## src/rtl/ptoc_pkg.sv

```systemverilog
// Package for the pixel to occupancy cell block: configuration and item types,
// register indexes, mode codes, cell value codes and pipeline widths.
// Depends on nothing; every other file in rtl imports it.
package ptoc_pkg;

    // Image and arithmetic widths
    localparam int MAX_DIM  = 4096;
    localparam int DIM_W    = 13;     // holds MAX_DIM itself
    localparam int POS_W    = 12;     // column and row
    localparam int IDX_W    = 24;
    localparam int SUM_W    = 10;     // up to 4 * 255
    localparam int PROD_W   = 26;     // d * 65536 and threshold * 255n
    localparam int Q_BITS   = 7;      // scaled result 0..99
    localparam int NUM_W    = PROD_W + Q_BITS;
    localparam int DIV_STAGES = Q_BITS + 1;
    localparam int SCALE_MAX  = 99;
    localparam int RECIP3     = 683;  // 2048 / 3 rounded up, exact for values below 1024
    localparam int RECIP3_SH  = 11;

    // Configuration port
    localparam int CFG_AW = 5;
    localparam int CFG_DW = 32;

    // Register indexes
    localparam logic [2:0] REG_MAP_MODE   = 3'd0;
    localparam logic [2:0] REG_NEGATE     = 3'd1;
    localparam logic [2:0] REG_OCC_TH     = 3'd2;
    localparam logic [2:0] REG_FREE_TH    = 3'd3;
    localparam logic [2:0] REG_BPP        = 3'd4;
    localparam logic [2:0] REG_HAS_ALPHA  = 3'd5;
    localparam logic [2:0] REG_MAP_WIDTH  = 3'd6;
    localparam logic [2:0] REG_MAP_HEIGHT = 3'd7;

    // Mode codes
    localparam logic [1:0] MODE_TRINARY = 2'd0;
    localparam logic [1:0] MODE_SCALE   = 2'd1;
    localparam logic [1:0] MODE_RAW     = 2'd2;
    localparam logic [1:0] MODE_SPARE   = 2'd3;

    // Cell value codes
    localparam logic [7:0] CELL_OCCUPIED = 8'd100;
    localparam logic [7:0] CELL_FREE     = 8'd0;
    localparam logic [7:0] CELL_UNKNOWN  = 8'hFF;

    typedef struct packed {
        logic [1:0]       map_mode;
        logic             negate;
        logic [15:0]      occ_th;
        logic [15:0]      free_th;
        logic [2:0]       bpp;
        logic             has_alpha;
        logic [DIM_W-1:0] map_width;
        logic [DIM_W-1:0] map_height;
    } t_cfg;

    // Pixel as it enters the pipeline
    typedef struct packed {
        logic [POS_W-1:0] column;
        logic [POS_W-1:0] row;
        logic [7:0]       chan0;
        logic [7:0]       chan1;
        logic [7:0]       chan2;
        logic [7:0]       chan3;
    } t_pixel;

    // Classified item handed from the front end to the scaling divider
    typedef struct packed {
        logic [PROD_W-1:0] a;         // d * 65536 - free_th * 255n
        logic [PROD_W-1:0] den;       // 255n * (occ_th - free_th)
        logic [7:0]        value;
        logic              need_div;
        logic [IDX_W-1:0]  idx;
        logic              oor;
    } t_item;

endpackage

```

## src/rtl/pixel_to_occupancy_cell.sv

```systemverilog
// Top level of the pixel to occupancy cell block: configuration registers and
// the eleven-stage pipeline. Depends on ptoc_pkg, ptoc_front and ptoc_div.
//
//   Port group   Role            Beat contents
//   s_axis_*     pixel in        column, row, chan0..chan3
//   m_axis_*     cell out        cell_index, cell_value; tuser out_of_range
//   APB          configuration   eight registers at byte addresses 0..28
//
// One pixel is taken every cycle while the output is not stalled; each cell passes
// three front stages (sum, products, decision) and eight divider stages
// (numerator, then one quotient bit per stage for the scaled mode).
// Synchronous reset clears the pipeline and loads the register defaults.
// A stalled output holds its beat; earlier stages keep filling bubbles, so
// s_axis_tready drops only when every stage is full.
module pixel_to_occupancy_cell (
    input  logic        i_clk,
    input  logic        i_rst_n,
    input  logic        s_axis_tvalid,
    output logic        s_axis_tready,
    input  logic [55:0] s_axis_tdata,   // column[11:0], row[23:12], chan0..chan3 [55:24]
    output logic        m_axis_tvalid,
    input  logic        m_axis_tready,
    output logic [31:0] m_axis_tdata,   // cell_index[23:0], cell_value[31:24]
    output logic [0:0]  m_axis_tuser,   // out_of_range
    input  logic        psel,
    input  logic        penable,
    input  logic        pwrite,
    input  logic [ptoc_pkg::CFG_AW-1:0] paddr,
    input  logic [ptoc_pkg::CFG_DW-1:0] pwdata,
    output logic [ptoc_pkg::CFG_DW-1:0] prdata,
    output logic        pready
);
    import ptoc_pkg::*;

    t_cfg       r_cfg;
    t_pixel     w_pix;
    t_item      w_item;
    logic       w_item_valid;
    logic       w_item_ready;
    logic [2:0] w_reg;
    logic       w_write;
    logic [7:0] w_value;
    logic [IDX_W-1:0] w_idx;
    logic       w_oor;

    assign pready  = 1'b1;
    assign w_reg   = paddr[4:2];
    assign w_write = psel && penable && pwrite && pready;

    always_ff @(posedge i_clk) begin
        if (!i_rst_n) begin
            r_cfg.map_mode   <= MODE_TRINARY;
            r_cfg.negate     <= 1'b0;
            r_cfg.occ_th     <= 16'd42598;
            r_cfg.free_th    <= 16'd12779;
            r_cfg.bpp        <= 3'd1;
            r_cfg.has_alpha  <= 1'b0;
            r_cfg.map_width  <= DIM_W'(MAX_DIM);
            r_cfg.map_height <= DIM_W'(MAX_DIM);
        end else if (w_write) begin
            unique case (w_reg)
                REG_MAP_MODE:   r_cfg.map_mode   <= pwdata[1:0];
                REG_NEGATE:     r_cfg.negate     <= pwdata[0];
                REG_OCC_TH:     r_cfg.occ_th     <= pwdata[15:0];
                REG_FREE_TH:    r_cfg.free_th    <= pwdata[15:0];
                REG_BPP:        r_cfg.bpp        <= pwdata[2:0];
                REG_HAS_ALPHA:  r_cfg.has_alpha  <= pwdata[0];
                REG_MAP_WIDTH:  r_cfg.map_width  <= pwdata[DIM_W-1:0];
                REG_MAP_HEIGHT: r_cfg.map_height <= pwdata[DIM_W-1:0];
                default: ;
            endcase
        end
    end

    always_comb begin
        unique case (w_reg)
            REG_MAP_MODE:   prdata = CFG_DW'(r_cfg.map_mode);
            REG_NEGATE:     prdata = CFG_DW'(r_cfg.negate);
            REG_OCC_TH:     prdata = CFG_DW'(r_cfg.occ_th);
            REG_FREE_TH:    prdata = CFG_DW'(r_cfg.free_th);
            REG_BPP:        prdata = CFG_DW'(r_cfg.bpp);
            REG_HAS_ALPHA:  prdata = CFG_DW'(r_cfg.has_alpha);
            REG_MAP_WIDTH:  prdata = CFG_DW'(r_cfg.map_width);
            REG_MAP_HEIGHT: prdata = CFG_DW'(r_cfg.map_height);
            default:        prdata = '0;
        endcase
    end

    assign w_pix.column = s_axis_tdata[11:0];
    assign w_pix.row    = s_axis_tdata[23:12];
    assign w_pix.chan0  = s_axis_tdata[31:24];
    assign w_pix.chan1  = s_axis_tdata[39:32];
    assign w_pix.chan2  = s_axis_tdata[47:40];
    assign w_pix.chan3  = s_axis_tdata[55:48];

    ptoc_front u_front (
        .i_clk   (i_clk),
        .i_rst_n (i_rst_n),
        .i_cfg   (r_cfg),
        .i_valid (s_axis_tvalid),
        .o_ready (s_axis_tready),
        .i_pix   (w_pix),
        .o_valid (w_item_valid),
        .i_ready (w_item_ready),
        .o_item  (w_item)
    );

    ptoc_div u_div (
        .i_clk   (i_clk),
        .i_rst_n (i_rst_n),
        .i_valid (w_item_valid),
        .o_ready (w_item_ready),
        .i_item  (w_item),
        .o_valid (m_axis_tvalid),
        .i_ready (m_axis_tready),
        .o_value (w_value),
        .o_idx   (w_idx),
        .o_oor   (w_oor)
    );

    assign m_axis_tdata = {w_value, w_idx};
    assign m_axis_tuser = w_oor;

    // With the output empty, every stage can move, so a pixel is always taken.
    a_ready_when_empty: assert property (@(posedge i_clk) disable iff (!i_rst_n)
        !m_axis_tvalid |-> s_axis_tready)
        else $error("input stalled while the output is empty");

    a_oor_index: assert property (@(posedge i_clk) disable iff (!i_rst_n)
        m_axis_tvalid && m_axis_tuser[0] |-> m_axis_tdata[23:0] == '0)
        else $error("out of range cell carries a nonzero index");

    a_full_stall: assert property (@(posedge i_clk) disable iff (!i_rst_n)
        m_axis_tvalid && !m_axis_tready && !s_axis_tready |=> m_axis_tvalid)
        else $error("stalled pipeline lost its output beat");

endmodule

```

## src/rtl/ptoc_front.sv

```systemverilog
// Front end of the pixel to occupancy pipeline: channel sum and darkness,
// threshold products, cell index product, then the occupied/free/unknown decision or the raw value.
// Depends on ptoc_pkg.
module ptoc_front (
    input  logic            i_clk,
    input  logic            i_rst_n,
    input  ptoc_pkg::t_cfg  i_cfg,
    input  logic            i_valid,
    output logic            o_ready,
    input  ptoc_pkg::t_pixel i_pix,
    output logic            o_valid,
    input  logic            i_ready,
    output ptoc_pkg::t_item o_item
);
    import ptoc_pkg::*;

    typedef struct packed {
        logic [1:0]       mode;
        logic [2:0]       n;
        logic [SUM_W-1:0] full;
        logic [SUM_W-1:0] d;
        logic [SUM_W-1:0] x;       // 255n - d, numerator of the raw average
        logic             alpha_zero;
        logic [POS_W-1:0] rows_below;
        logic [POS_W-1:0] column;
        logic [DIM_W-1:0] width;
        logic             oor;
    } t_s1;

    typedef struct packed {
        logic [1:0]        mode;
        logic              alpha_zero;
        logic [PROD_W-1:0] lhs;
        logic [PROD_W-1:0] occ_rhs;
        logic [PROD_W-1:0] free_rhs;
        logic [PROD_W-1:0] den;
        logic [7:0]        raw;
        logic [IDX_W-1:0]  idx_prod;
        logic [POS_W-1:0]  column;
        logic              oor;
    } t_s2;

    logic  r_v1, r_v2, r_v3;
    t_s1   r_s1, n_s1;
    t_s2   r_s2, n_s2;
    t_item r_s3, n_s3;
    logic  w_en1, w_en2, w_en3;

    // A stage takes a new beat when it is empty or its content moves on.
    assign w_en3   = !r_v3 || i_ready;
    assign w_en2   = !r_v2 || w_en3;
    assign w_en1   = !r_v1 || w_en2;
    assign o_ready = w_en1;
    assign o_valid = r_v3;
    assign o_item  = r_s3;

    // Stage 1: channel count, sum, darkness, range check
    always_comb begin
        logic [1:0]       mode;
        logic [2:0]       p;
        logic [2:0]       n;
        logic [SUM_W-1:0] s;
        logic [SUM_W-1:0] full;
        logic [DIM_W-1:0] w;
        logic [DIM_W-1:0] h;
        logic [7:0]       last_ch;
        logic [DIM_W-1:0] below;
        mode = (i_cfg.map_mode == MODE_SPARE) ? MODE_TRINARY : i_cfg.map_mode;
        if (i_cfg.bpp == 3'd0) begin
            p = 3'd1;
        end else if (i_cfg.bpp > 3'd4) begin
            p = 3'd4;
        end else begin
            p = i_cfg.bpp;
        end
        n = (mode == MODE_TRINARY || !i_cfg.has_alpha) ? p : p - 3'd1;
        if (n == 3'd0) begin
            n = 3'd1;
        end
        s = SUM_W'(i_pix.chan0)
          + ((n >= 3'd2) ? SUM_W'(i_pix.chan1) : '0)
          + ((n >= 3'd3) ? SUM_W'(i_pix.chan2) : '0)
          + ((n >= 3'd4) ? SUM_W'(i_pix.chan3) : '0);
        full = (SUM_W'(n) << 8) - SUM_W'(n);
        case (p)
            3'd2:    last_ch = i_pix.chan1;
            3'd3:    last_ch = i_pix.chan2;
            3'd4:    last_ch = i_pix.chan3;
            default: last_ch = i_pix.chan0;
        endcase
        w = (i_cfg.map_width  > DIM_W'(MAX_DIM)) ? DIM_W'(MAX_DIM) : i_cfg.map_width;
        h = (i_cfg.map_height > DIM_W'(MAX_DIM)) ? DIM_W'(MAX_DIM) : i_cfg.map_height;
        below = h - DIM_W'(1) - DIM_W'(i_pix.row);

        n_s1.mode       = mode;
        n_s1.n          = n;
        n_s1.full       = full;
        n_s1.d          = i_cfg.negate ? s : full - s;
        n_s1.x          = i_cfg.negate ? full - s : s;
        n_s1.alpha_zero = (p >= 3'd2) && (last_ch == 8'd0);
        n_s1.rows_below = below[POS_W-1:0];
        n_s1.column     = i_pix.column;
        n_s1.width      = w;
        n_s1.oor        = (DIM_W'(i_pix.column) >= w) || (DIM_W'(i_pix.row) >= h);
    end

    // Stage 2: products
    always_comb begin
        logic [15:0]          span;
        logic [SUM_W+10-1:0]  third;
        logic [DIM_W+POS_W-1:0] prod;
        span  = (i_cfg.occ_th > i_cfg.free_th) ? i_cfg.occ_th - i_cfg.free_th : 16'd0;
        third = (SUM_W+10)'(r_s1.x) * (SUM_W+10)'(RECIP3);
        prod  = (DIM_W+POS_W)'(r_s1.width) * (DIM_W+POS_W)'(r_s1.rows_below);

        n_s2.mode       = r_s1.mode;
        n_s2.alpha_zero = r_s1.alpha_zero;
        n_s2.lhs        = {r_s1.d, 16'd0};
        n_s2.occ_rhs    = PROD_W'(i_cfg.occ_th)  * PROD_W'(r_s1.full);
        n_s2.free_rhs   = PROD_W'(i_cfg.free_th) * PROD_W'(r_s1.full);
        n_s2.den        = PROD_W'(span) * PROD_W'(r_s1.full);
        case (r_s1.n)
            3'd2:    n_s2.raw = r_s1.x[8:1];
            3'd3:    n_s2.raw = third[RECIP3_SH+7:RECIP3_SH];
            3'd4:    n_s2.raw = r_s1.x[9:2];
            default: n_s2.raw = r_s1.x[7:0];
        endcase
        n_s2.idx_prod = prod[IDX_W-1:0];
        n_s2.column   = r_s1.column;
        n_s2.oor      = r_s1.oor;
    end

    // Stage 3: decision and cell index
    always_comb begin
        n_s3.a        = r_s2.lhs - r_s2.free_rhs;
        n_s3.den      = r_s2.den;
        n_s3.need_div = 1'b0;
        n_s3.oor      = r_s2.oor;
        n_s3.idx      = r_s2.oor ? '0 : r_s2.idx_prod + IDX_W'(r_s2.column);
        if (r_s2.mode == MODE_RAW) begin
            n_s3.value = r_s2.raw;
        end else if (r_s2.lhs > r_s2.occ_rhs) begin
            n_s3.value = CELL_OCCUPIED;
        end else if (r_s2.lhs < r_s2.free_rhs) begin
            n_s3.value = CELL_FREE;
        end else if (r_s2.mode == MODE_TRINARY || r_s2.alpha_zero) begin
            n_s3.value = CELL_UNKNOWN;
        end else if (r_s2.den == '0) begin
            // Thresholds equal or crossed
            n_s3.value = CELL_FREE;
        end else begin
            n_s3.value    = CELL_FREE;
            n_s3.need_div = 1'b1;
        end
    end

    always_ff @(posedge i_clk) begin
        if (!i_rst_n) begin
            r_v1 <= 1'b0;
            r_v2 <= 1'b0;
            r_v3 <= 1'b0;
        end else begin
            if (w_en1) r_v1 <= i_valid;
            if (w_en2) r_v2 <= r_v1;
            if (w_en3) r_v3 <= r_v2;
        end
    end

    always_ff @(posedge i_clk) begin
        if (w_en1 && i_valid) r_s1 <= n_s1;
        if (w_en2 && r_v1)    r_s2 <= n_s2;
        if (w_en3 && r_v2)    r_s3 <= n_s3;
    end

endmodule

```

## src/rtl/ptoc_div.sv

```systemverilog
// Scaling stage of the pixel to occupancy pipeline: 99 * a, then a restoring
// divider by 255n * (occ_th - free_th), one quotient bit per pipeline stage.
// Depends on ptoc_pkg.
module ptoc_div (
    input  logic            i_clk,
    input  logic            i_rst_n,
    input  logic            i_valid,
    output logic            o_ready,
    input  ptoc_pkg::t_item i_item,
    output logic            o_valid,
    input  logic            i_ready,
    output logic [7:0]      o_value,
    output logic [ptoc_pkg::IDX_W-1:0] o_idx,
    output logic            o_oor
);
    import ptoc_pkg::*;

    localparam int LAST = DIV_STAGES - 1;

    typedef struct packed {
        logic [NUM_W-1:0]  rem;
        logic [PROD_W-1:0] den;
        logic [Q_BITS-1:0] q;
        logic [7:0]        value;
        logic              need_div;
        logic [IDX_W-1:0]  idx;
        logic              oor;
    } t_dstage;

    logic    r_v  [DIV_STAGES];
    t_dstage r_st [DIV_STAGES];
    logic    w_en [DIV_STAGES];

    always_comb begin
        w_en[LAST] = !r_v[LAST] || i_ready;
        for (int k = LAST - 1; k >= 0; k--) begin
            w_en[k] = !r_v[k] || w_en[k+1];
        end
    end

    assign o_ready = w_en[0];
    assign o_valid = r_v[LAST];
    assign o_value = r_st[LAST].need_div ? 8'(r_st[LAST].q) : r_st[LAST].value;
    assign o_idx   = r_st[LAST].idx;
    assign o_oor   = r_st[LAST].oor;

    // Stage 0 forms the numerator.
    always_ff @(posedge i_clk) begin
        if (!i_rst_n) begin
            r_v[0] <= 1'b0;
        end else if (w_en[0]) begin
            r_v[0] <= i_valid;
        end
    end

    always_ff @(posedge i_clk) begin
        if (w_en[0] && i_valid) begin
            r_st[0].rem      <= NUM_W'(i_item.a) * NUM_W'(SCALE_MAX);
            r_st[0].den      <= i_item.den;
            r_st[0].q        <= '0;
            r_st[0].value    <= i_item.value;
            r_st[0].need_div <= i_item.need_div;
            r_st[0].idx      <= i_item.idx;
            r_st[0].oor      <= i_item.oor;
        end
    end

    // Each later stage settles one quotient bit, most significant first.
    for (genvar k = 1; k < DIV_STAGES; k++) begin : g_bit
        logic [NUM_W-1:0] w_shift;
        logic             w_take;

        assign w_shift = NUM_W'(r_st[k-1].den) << (Q_BITS - k);
        assign w_take  = r_st[k-1].rem >= w_shift;

        always_ff @(posedge i_clk) begin
            if (!i_rst_n) begin
                r_v[k] <= 1'b0;
            end else if (w_en[k]) begin
                r_v[k] <= r_v[k-1];
            end
        end

        always_ff @(posedge i_clk) begin
            if (w_en[k] && r_v[k-1]) begin
                r_st[k].rem      <= w_take ? r_st[k-1].rem - w_shift : r_st[k-1].rem;
                r_st[k].den      <= r_st[k-1].den;
                r_st[k].q        <= {r_st[k-1].q[Q_BITS-2:0], w_take};
                r_st[k].value    <= r_st[k-1].value;
                r_st[k].need_div <= r_st[k-1].need_div;
                r_st[k].idx      <= r_st[k-1].idx;
                r_st[k].oor      <= r_st[k-1].oor;
            end
        end
    end

    // A scaled cell never exceeds 99 since a is at most the divisor.
    a_q_max: assert property (@(posedge i_clk) disable iff (!i_rst_n)
        r_v[LAST] && r_st[LAST].need_div |-> r_st[LAST].q <= Q_BITS'(SCALE_MAX))
        else $error("scaled cell value above 99");

    a_rem_done: assert property (@(posedge i_clk) disable iff (!i_rst_n)
        r_v[LAST] && r_st[LAST].need_div |-> r_st[LAST].rem < NUM_W'(r_st[LAST].den))
        else $error("divider remainder not below divisor");

    a_den_nz: assert property (@(posedge i_clk) disable iff (!i_rst_n)
        r_v[0] && r_st[0].need_div |-> r_st[0].den != '0)
        else $error("division requested with zero divisor");

endmodule
```

## config.mk

```make
export PLATFORM = sky130hd
export DESIGN_NAME = pixel_to_occupancy_cell
export DESIGN_NICKNAME = d
export VERILOG_FILES = /design/src/rtl/ptoc_pkg.sv /design/src/rtl/pixel_to_occupancy_cell.sv /design/src/rtl/ptoc_front.sv /design/src/rtl/ptoc_div.sv
export SDC_FILE = /design/constraint.sdc
export NUM_CORES = 2
export LEC_CHECK = 0
export BUFFER_PORTS_ARGS = -buffer_cell sky130_fd_sc_hd__buf_2
export CAP_MARGIN = 40
export CORE_UTILIZATION = 40
export CTS_CLUSTER_DIAMETER = 150
export CTS_CLUSTER_SIZE = 40
export DETAILED_ROUTE_END_ITERATION = 8
export SYNTH_ARGS = -nofsm -noshare
export SYNTH_HDL_FRONTEND = slang
export SYNTH_SLANG_ARGS = --single-unit
```

## constraint.sdc

```tcl
create_clock -name i_clk -period 24.8 [get_ports i_clk]
set_input_delay 3.72 -clock i_clk [delete_from_list [all_inputs] [get_ports i_clk]]
set_output_delay 3.72 -clock i_clk [all_outputs]
set_load 0.01 [all_outputs]
```

# Word-level counts from Yosys, hierarchy flattened
# Memory sizes are Yosys's and may differ from the RTL's.
# Index checks and enable logic that the tools add are counted.
# word_totals
ff_bits	364
ramBits	808
in_bits	100
output_inout_bits	68
wordCells	239
n_memories	2
# memory_table
name	words	word_bits	rd	rd_ports_with_merged_regs	write_ports	line	text
u_div.r_st	8	100	8	0	8	ptoc_div.sv:31	t_dstage r_st [DIV_STAGES];
u_div.r_v	8	1	8	0	8	ptoc_div.sv:30	logic r_v [DIV_STAGES];
# op_classes
add_sub_neg	18
mul	6
order_cmp	19
n_eq_ne	15
n_mux	78
n_bitwise	8
n_reduce_logical	56
# ops
op	n
32-bit one-hot mux with 8 select lines	1
33-bit two-way mux	7
16-bit by 10-bit multiplier with 26-bit output	3
8-bit two-way mux	8
1-bit two-way mux	50
8-bit one-hot mux with 3 select lines	2
33-bit by 26-bit >= comparator with 1-bit output	1
33-bit by 27-bit >= comparator with 1-bit output	1
33-bit by 28-bit >= comparator with 1-bit output	1
33-bit by 29-bit >= comparator with 1-bit output	1
33-bit by 30-bit >= comparator with 1-bit output	1
33-bit by 31-bit >= comparator with 1-bit output	1
33-bit by 32-bit >= comparator with 1-bit output	1
26-bit by 7-bit multiplier with 33-bit output, second input constant	1
33-bit by 26-bit subtractor with 33-bit output	1
33-bit by 27-bit subtractor with 33-bit output	1
33-bit by 28-bit subtractor with 33-bit output	1
33-bit by 29-bit subtractor with 33-bit output	1
33-bit by 30-bit subtractor with 33-bit output	1
33-bit by 31-bit subtractor with 33-bit output	1
33-bit by 32-bit subtractor with 33-bit output	1
12-bit by 13-bit >= comparator with 1-bit output	2
13-bit > comparator, second input constant	2
26-bit > comparator	1
other kinds (36)	109

# Logic depth before layout (Yosys ltp)
# logic_depth
word_depth	14
ltp_mapped	34
ltp_nobuf	33

# Cells and area by module
# Synthesis repeated with hierarchy kept, for this count alone.
# hier_totals
hier_cells	6748
area_unflattened_um2	75431.1
# by_module_without_submodules
mod	instances	cells_each	area_each_um2	seq_area_each_um2
ptoc_div	1	2984	37090.6	21640.8
ptoc_front	1	3441	35217.5	8828.5
pixel_to_occupancy_cell	1	323	3123.0	1301.2

# Worst setup path after synthesis
# No wires, ideal clock.
# synth_path
path_type	input port to flip-flop
start	input port m_axis_tready
end	register u_front.r_s2, in the netlist u_front.n_s3[0], enable pin
setup_time_ps	839
t_arrival_ps	14492
slack_ps	9468
cell_stages	8
path_buffers	1
cell_sequence	nor2b_1 > and3_1 > and3_1 > and2_1 > clkbuf_1 > nand3_1 > nor2_1 > a21boi_0
# synth_between
elab_chain_len	11
# synth_rtl
element	line	text
from (decl)	pixel_to_occupancy_cell.sv:22	input logic m_axis_tready,
1-bit logical OR	ptoc_div.sv:35	w_en[LAST] = !r_v[LAST] || i_ready;
1-bit logical OR (7 in a row)	ptoc_div.sv:37	w_en[k] = !r_v[k] || w_en[k+1];
1-bit logical OR	ptoc_front.sv:50	assign w_en3 = !r_v3 || i_ready;
1-bit logical OR	ptoc_front.sv:51	assign w_en2 = !r_v2 || w_en3;
1-bit logical AND	ptoc_front.sv:171	if (w_en2 && r_v1) r_s2 <= n_s2;
to (signal assigned)	ptoc_front.sv:171	
to (decl)	ptoc_front.sv:45	t_s2 r_s2, n_s2;
# Every way passes these cells.
# A chain may end at the register's enable or synchronous reset.

# Final worst setup path
# layout_path
start	input port m_axis_tready
end	output port s_axis_tready
# layout_between
elab_chain_len	11
# layout_rtl
element	line	text
1-bit logical OR	ptoc_div.sv:35	
1-bit logical OR (7 in a row)	ptoc_div.sv:37	
1-bit logical OR	ptoc_front.sv:50	
1-bit logical OR	ptoc_front.sv:51	
1-bit logical OR	ptoc_front.sv:52	assign w_en1 = !r_v1 || w_en2;
to (decl)	pixel_to_occupancy_cell.sv:19	output logic s_axis_tready,
# Every way passes these cells.

==> impl_results.md <==
- Outcome: finished, violations left
- Violations in the final reports: DRC
- CTS Sinks: roughly 1100
- Synthesized area: about 76000 um2
- Fillers: around 18000
- Setup TNS: 0 ps
- CTS tree: yes
- Yosys warnings: 0
- Post-layout minimum cycle time: 9910 ps
- First-pass GRT wire length: 258000 um
- RD Place Congestion: between 0.9 and 1
- DR vias/cell: just over 5
- Later-pin clock latency in the skew report: 760 ps
- RSZ-0062 raised after global routing: no
- PwrDens: approximately 77 nW/um2
- Die height: 437 um
- Number of nets in the layout: just over 8000
- Post-route clock period utilization: between 30 and 40%
- Die ar.: between 150000 and 200000 um2
- Worst vdd ir: roughly 0.18 mV
- Final WL: about 160000 um
- # Post-CTS Setup Buffers: 0
- IO buf count: approximately 130
- Max-Cap Viols: 0
- CP max stage delay: approximately 440 ps
- DP HPWL: around 130000 um
- Rel. slew slack: between 30 and 40%
- # H-tree levels: 1
- DIE WIDTH: about 440 um
- Total CTS buffers: 31
- Worst Hold Class: reg -> reg
- Residual DRC: 9
- CTS Hold Bufs: 0
- I/O pins: around 170
- Worst Path Arrival: between 6000 and 7000 ps
- Synth Area per Inst: roughly 11 um2
- Post-route antenna net violation count: 0
- Largest net degree at the start of global routing: 84
- Leak: approximately 34 nW
- Final setup fails: 0
- # resized after CTS: 0
- Number of synthesized register bits: ~1100
- CTS Buffer Depth: 3
- Hold Fails Final Rpt: 0
- Max Fclk: about 100 MHz
- Async set-reset flop share out of synthesis: 0%
- Synth Instances: roughly 6800
- DR iter-0 viols: around 2600
- Detailed Routing Iterations Pass 1: 8
- Setup CP Type: in -> out
- Total core area: roughly 190000 um2
- Worst-path clk slew: between 100 and 150 ps
- CP Cell Sequence: buf_2 -> nor2b_1 -> and3_1 -> and3_1 -> and2_1 -> nand3_1 -> nor2_1 -> buf_4 -> nand3_1 -> buf_2
- Number of core rows: around 160
- Worst clock skew: ~67 ps
- Slowest cell on crit path: nor2b_1
- Post-DP Area: ~79000 um2
- Count of different cell masters after synthesis: 93
- Max FO, Critical Path: 7
- GR Overflow Total: 0
- Ys flop type: edfxtp_1
- CTS root buf: clkbuf_16
- Sequential cell area fraction in the yosys report: a little over two fifths
- Worst Tran Pin Value: approximately 950 ps
- Register area: 31800 um2
- Area of the multi-input gates: ~39000 um2
- Ant diodes: 0
- Antenna violations before repair: 2
- CP Capture Type: output pin
- Vias: ~47000
- Total GRT Usage: between 15 and 20%
- Starting Density: between 40% and 50%
- CP startpoint kind: primary input
- Worst EP required: about 21000 ps
- Design area: ~80000 um2
- Post-synth EDFFs: a little over 1000
- Drt wl/cell: ~17 um
- Share of layout cells above drive strength 1: slightly above 5%
- Final slew viol count: 0
- Layout area overhead: 5.95%
- Number of global-route vias before repair: about 48000
## report_power, final
| part | total [mW] | leakage, nW | internal, mW | switching (mW) |
|---|---|---|---|---|
| clock network | 0.760 | 0.444 | 0.246 | 0.514 |
| registers | 2.35 | 9.80 | 2.27 | 0.0813 |
| logic | 3.08 | 23.7 | 1.32 | 1.77 |
## final timing paths
check	from	to	slack, ps	cells after the start
max reg2reg	r_cfg[31]	u_front.n_s3[56]	15900	32
min	u_div.r_st[5][20]	u_div.r_st[6][20]	420	0
min reg2reg	u_div.r_st[5][20]	u_div.r_st[6][20]	420	0
max	m_axis_tready	s_axis_tready	14890	10
## cells in the final DEF, fill, tap and decap left out, types with 12 or more instances in the layout
| cell | instances |
|---|---|
| a21oi_1 | 334 |
| nand3_1 | 106 |
| o31a_1 | 13 |
| a211oi_1 | 32 |
| o21bai_1 | 42 |
| buf_4 | 50 |
| nor2_1 | 288 |
| o31ai_1 | 16 |
| nand2b_1 | 70 |
| xor2_1 | 123 |
| o211ai_1 | 29 |
| mux4_2 | 12 |
| a31oi_1 | 38 |
| or4_1 | 15 |
| o22ai_1 | 13 |
| a21boi_0 | 43 |
| clkbuf_1 | 21 |
| nand4_1 | 39 |
| mux2_2 | 45 |
| and3_1 | 67 |
| dfxtp_1 | 69 |
| a211o_1 | 13 |
| or3_1 | 34 |
| conb_1 | 21 |
| inv_1 | 1041 |
| nand2_1 | 554 |
| mux2i_1 | 40 |
| buf_2 | 141 |
| and2_1 | 266 |
| o21a_1 | 61 |
| clkbuf_16 | 31 |
| ha_1 | 684 |
| a21o_1 | 155 |
| xnor2_1 | 209 |
| nor3_1 | 100 |
| fa_1 | 526 |
| edfxtp_1 | 1012 |
| nor2b_1 | 84 |
| nor4_1 | 30 |
| o21ai_0 | 211 |
## worst max-delay path: cells and delay by family
kind | cells | cell delay (ps)
simple gates | 7 | 1980
buf+inv | 3 | 470
## synthesized netlist by cell type (10+ instances only)
cell type,instances,area (um2)
buf_4,41,308
mux2i_1,40,400
mux2_2,45,507
fa_1,526,10500
o21a_1,61,458
nand3b_1,11,82.6
ha_1,684,8560
mux4_2,12,270
a21boi_0,47,353
a21o_1,155,1160
xnor2_1,209,1830
o211ai_1,29,218
and3_1,67,419
o31ai_1,17,128
o22ai_1,13,81.3
nand3_1,106,531
or4_1,15,113
a211oi_1,32,240
nor4_1,30,188
nor2b_1,89,557
nand4b_1,11,96.3
a21oi_1,335,1680
nand2b_1,70,438
inv_1,1041,3910
or3_1,34,213
edfxtp_1,1012,30400
o21ai_0,211,1060
nand2_1,554,2080
nor2_1,289,1080
o21bai_1,42,315
nand4_1,39,244
or2_2,11,68.8
xor2_1,123,1080
buf_2,21,105
o31a_1,13,114
clkbuf_1,149,559
a31oi_1,40,250
nor3_1,101,505
dfxtp_1,69,1380
a211o_1,13,114
and2_1,266,1660
o2111ai_1,10,87.6
## kinds of logic (layout without fill, tap and decap cells)
family                   count (synthesis)  count (layout)  share of synthesized area, %
AND/OR/NAND/NOR                       1726            1726                          11.4
buffers and inverters                 1263            1302                          6.52
adder cells (fa/ha/maj)               1210            1210                          25.2
AO/OA/AOI/OAI                         1113            1113                          9.45
flip-flops                            1081            1081                          42.0
XOR/XNOR                               332             332                          3.85
multiplexers                            97              97                          1.56
other                                    2              21                       0.00993
## state kept, by name, summed over array words and instances (netlist names)
name,cells
r_cfg,65
u_div.r_st,713
u_div.r_v,8
u_front.n_s2,26
u_front.n_s3,27
u_front.o_item,86
u_front.o_valid,1
u_front.r_s1,44
u_front.r_s2,109
u_front.r_v1,1
u_front.r_v2,1
## routing by layer
layer	GRT usage [%]	wire (um)	vias to the layer above
met1	22.2	73400	23100
li1	-	-	23300
met5	0	0	-
met3	1.49	4970	216
met2	29.3	78600	805
met4	5.38	5970	0
## final cells by class
cell class / instances / share of cell area (%)
clock buffer: 52 / 1.07
clock inverter: 6 / 0.0843
inverter: 1043 / 4.89
multi-input combinational: 4499 / 48.8
sequential: 1081 / 39.7
tap: 2495 / 3.90
timing repair buffer: 201 / 1.56
## stage by stage
step	setup WS (ps)	utilization [%]	total power [mW]	std cells	hold WS [ps]
4_1_cts	14900	42.7	6.24	9376	424
6_report	14890	42.7	6.19	9377	419
2_1_floorplan	9470	-	4.73	6843	400
3_3_place_gp	14500	42.0	5.42	9299	401
3_5_place_dp	14930	42.2	5.46	9318	405
5_1_grt	14730	42.7	6.70	9377	431
Note: power is estimated with default switching activity, not from simulation.
